## src/sv/log_sum_exp_argmax_defines.svh

```systemverilog
// assertion macros for the log-sum-exp block
`ifndef LOG_SUM_EXP_ARGMAX_DEFINES_SVH
`define LOG_SUM_EXP_ARGMAX_DEFINES_SVH

// same-cycle implication, checked outside reset
`define LSE_ASSERT_IMP(lbl, clk, rst_n, ante, cons, msg) \
    lbl: assert property (@(posedge clk) disable iff (!rst_n) (ante) |-> (cons)) \
        else $error(msg);

// next-cycle implication, checked outside reset
`define LSE_ASSERT_NXT(lbl, clk, rst_n, ante, cons, msg) \
    lbl: assert property (@(posedge clk) disable iff (!rst_n) (ante) |=> (cons)) \
        else $error(msg);

`endif

```

## src/sv/lse_ram.sv

```systemverilog
// generic single-write, single-read ram with registered read data
`default_nettype none
module lse_ram #(
    parameter int WIDTH = 32,
    parameter int DEPTH = 64
) (
    input  wire logic                     i_clk,
    input  wire logic                     i_we,
    input  wire logic [$clog2(DEPTH)-1:0] i_waddr,
    input  wire logic [WIDTH-1:0]         i_wdata,
    input  wire logic [$clog2(DEPTH)-1:0] i_raddr,
    output logic      [WIDTH-1:0]         o_rdata
);
    logic [WIDTH-1:0] r_mem [0:DEPTH-1];

    always_ff @(posedge i_clk) begin
        if (i_we) begin
            r_mem[i_waddr] <= i_wdata;
        end
        o_rdata <= r_mem[i_raddr];
    end
endmodule
`default_nettype wire

```

## config.mk

```make
export PLATFORM = sky130hd
export DESIGN_NAME = lse_ram
export DESIGN_NICKNAME = d
export VERILOG_FILES = /design/src/sv/log_sum_exp_argmax_defines.svh /design/src/sv/lse_ram.sv
export SDC_FILE = /design/constraint.sdc
export NUM_CORES = 2
export LEC_CHECK = 0
export ABC_AREA = 1
export BUFFER_PORTS_ARGS = -buffer_cell sky130_fd_sc_hd__buf_2
export CAP_MARGIN = 0
export CELL_PAD_IN_SITES_DETAIL_PLACEMENT = 1
export CELL_PAD_IN_SITES_GLOBAL_PLACEMENT = 1
export CORE_MARGIN = 5
export CORE_UTILIZATION = 36
export CTS_BUF_LIST = sky130_fd_sc_hd__clkbuf_4 sky130_fd_sc_hd__clkbuf_8
export DETAILED_ROUTE_END_ITERATION = 7
export HOLD_SLACK_MARGIN = 0.15
export PLACE_DENSITY_LB_ADDON = 0.1
export SLEW_MARGIN = 5
export SYNTH_ARGS = -nofsm -noshare
export SYNTH_HDL_FRONTEND = slang
export SYNTH_SLANG_ARGS = --single-unit
```

## constraint.sdc

```tcl
create_clock -name i_clk -period 4.15 [get_ports i_clk]
set_input_delay 0 -clock i_clk [delete_from_list [all_inputs] [get_ports i_clk]]
set_output_delay 0 -clock i_clk [all_outputs]
set_load 0.05 [all_outputs]
```

==> metrics.md <==
| Metric | Value |
|---|---|
| Status | `finished clean` |
| Gpl congestion | `0.781` |
| ANT nets after route | `0` |
| Layout cells sized above 1 | `0.133` |
| Floorplan Core Area | `229000 sq um` |
| Detailed Place HPWL | `163000 um` |
| Main combinational cell family by area after synthesis | `simple AND/OR/NAND/NOR gates` |
| Leak | `between 0.03 and 0.04 uW` |
| Worst Tran Pin Value | `1.19 ns` |
| Total negative slack | `0 ns` |
| Routed WL per cell | `between 20 and 30 um` |
| CP Max Fanout | `86` |
| Setup violations, final | `0` |
| First-pass GRT wire length | `424000 um` |
| Worst vdd ir | `approximately 0.34 mV` |
| Startpoint types | `primary input` |
| CP Capture Type | `register` |
| Setup CP Type | `primary input to register` |
| CTS Buffer Depth | `4` |
| Period utilization | `0.945` |
| Grt total ovfl | `0` |
| Die area | `about 240000 sq um` |
| CTS tree | `yes` |
| Post-Synth XOR/XNOR Area | `0` |
| Syn Nets | `6815` |
| Most common cell after layout, fill and taps aside | `nand2_1` |
| Crit path time final | `3.92 ns` |
| Die H | `between 400 and 500 um` |
| Final Cell Area | `96200 sq um` |
| # IOs | `between 70 and 80` |
| CTS sink count | `about 2.1k` |
| Compound-cell area share of the yosys netlist | `0` |
| DRT iter0 DRCs | `4508` |
| Final nets | `7162` |
| Reg clk slew, reported paths | `0.06 ns` |
| Arrival @ worst endpoint | `a little under 5 ns` |
| Yosys warns | `0` |
| Total track usage | `0.246` |
| # resized after CTS | `0` |
| Simple-gate area share of the yosys netlist | `0.221` |
| Clock root buffer | `clkbuf_8` |
| Commonest cells after routing, fill and taps aside | `nand2_1, edfxtp_1, nand3_1` |
| Average vias per placed instance | `5.35` |
| Sequential fraction of the synthesis area | `0.751` |
| RSZ-0062 raised after global routing | `no` |
| Worst hold path type | `primary input to register` |
| Worst-Skew Late Latency | `1.08 ns` |
| Post-Syn Area | `approximately 83000 sq um` |
| Pwr Density | `478 nW/um^2` |
| Area post-placement | `~88000 sq um` |
| Number of global-route vias before repair | `between 50k and 60k` |
| # rows | `176` |
| Largest net degree at the start of global routing | `between 100 and 150` |
| Total of max-cap violations | `0` |
| Hold Fails Final Rpt | `0` |
| Worst Path Required | `~5.1 ns` |
| Slew Limit Fails | `0` |
| Setup bufs post-CTS | `0` |
| Port buffer count | `77` |
| Initial antenna violation count | `32` |
| Peak Freq | `roughly 0.25 GHz` |
| Die X | `between 400 and 500 um` |
| Worst Skew | `around 0.072 ns` |
| DRC viols | `0` |
| Hold WS | `about 0.24 ns` |
| DR vias | `55.9k` |
| Worst slew margin | `0.207` |
| CTS buffer count | `380` |
| Share of synthesized cell area in full adder, half adder and majority cells | `0` |
| Mux cell area share after synthesis | `0` |
| Hold-fix buffers, CTS | `106` |
| Iteration count of the initial detailed-routing pass | `6` |
| Final WL | `299000 um` |
| Area delta synth->final | `16.3%` |
| Depth of the CTS H-tree | `5` |
| Syn Area/Cell | `~12 sq um` |
| Post-Synthesis Cells | `around 6.8k` |
| Post-synthesis register bit count | `2080` |
| Initial core utilization | `0.361` |
| Library cells used by synthesis | `16` |
[sequential cells by signal (all words and copies together), names as in the netlist]
name,cells
r_mem,2048
o_rdata,32
[cell usage after synthesis]
cell,n,area [sq um]
buf_1,40,150
buf_2,282,1410
buf_4,45,338
buf_6,3,33.8
buf_8,2,30.0
clkbuf_1,77,289
dfxtp_1,32,641
edfxtp_1,2048,61500
inv_1,9,33.8
inv_2,2,7.51
inv_4,1,6.26
nand2_1,2248,8440
nand3_1,1907,9540
nand4_1,9,56.3
nor2_1,56,210
nor4_1,8,50.1
[area by class of cell]
cell class                 instances  area, sq um
clock inverter                   117          708
antenna                           26         65.1
tap                             3026         3790
fill                           24100       133000
timing repair buffer             414         3960
sequential                      2080        62100
inverter                          12         83.8
multi-input combinational       4228        18800
clock buffer                     549         6710
[kinds of logic after synthesis]
family	after synthesis
AND/OR/NAND/NOR	4228
flip-flops	2080
buffers and inverters	461
[power breakdown]
group          internal (uW)  switching [uW]
clock                  10800            8590
combinational            761            2460
sequential             23300             125
total                  34800           11200
[layer usage]
layer,wire length (um),GRT usage,vias to the layer above
met4,8450,0.0713,4
met1,131000,0.333,29100
met2,145000,0.414,1438
li1,-,-,24900
met3,13900,0.0332,426
met5,27,0,-
[critical path, cell delays in order]
cell	delay, ns
dlygate4sd3_1	0.56
buf_8	0.24
inv_8	0.70
buf_4	0.38
nand3_1	0.13
nand3_1	0.11
nand3_1	0.09
dlygate4sd3_1	0.59
nand2_1	0.06
dlygate4sd3_1	0.54
nand2_1	0.06
nand3_1	0.11
dlygate4sd3_1	0.56
nand2_1	0.05
dlygate4sd3_1	0.56
[stage by stage]
step	worst slack, ns	instances	util	total power (uW)
finish	0.228	10500	0.419	46000
floorplan	0.0200	6769	-	25300
global placement	1.07	9654	0.382	26900
global route	0.166	10400	0.419	47700
detailed placement	0.986	9654	0.382	27000
CTS	0.363	10400	0.419	46500
[path summary, 6_finish.rpt]
check / start / to / slack [ns] / cells past startpoint
max: i_raddr[1] / o_rdata[3] / 0.23 / 15
min: i_wdata[26] / r_mem[47][26] / 0.24 / 3
max reg2reg: r_mem[47][3] / o_rdata[3] / 0.81 / 12
min reg2reg: r_mem[6][22] / o_rdata[22] / 0.82 / 8
No activity file was read; power rests on OpenSTA's default activity.
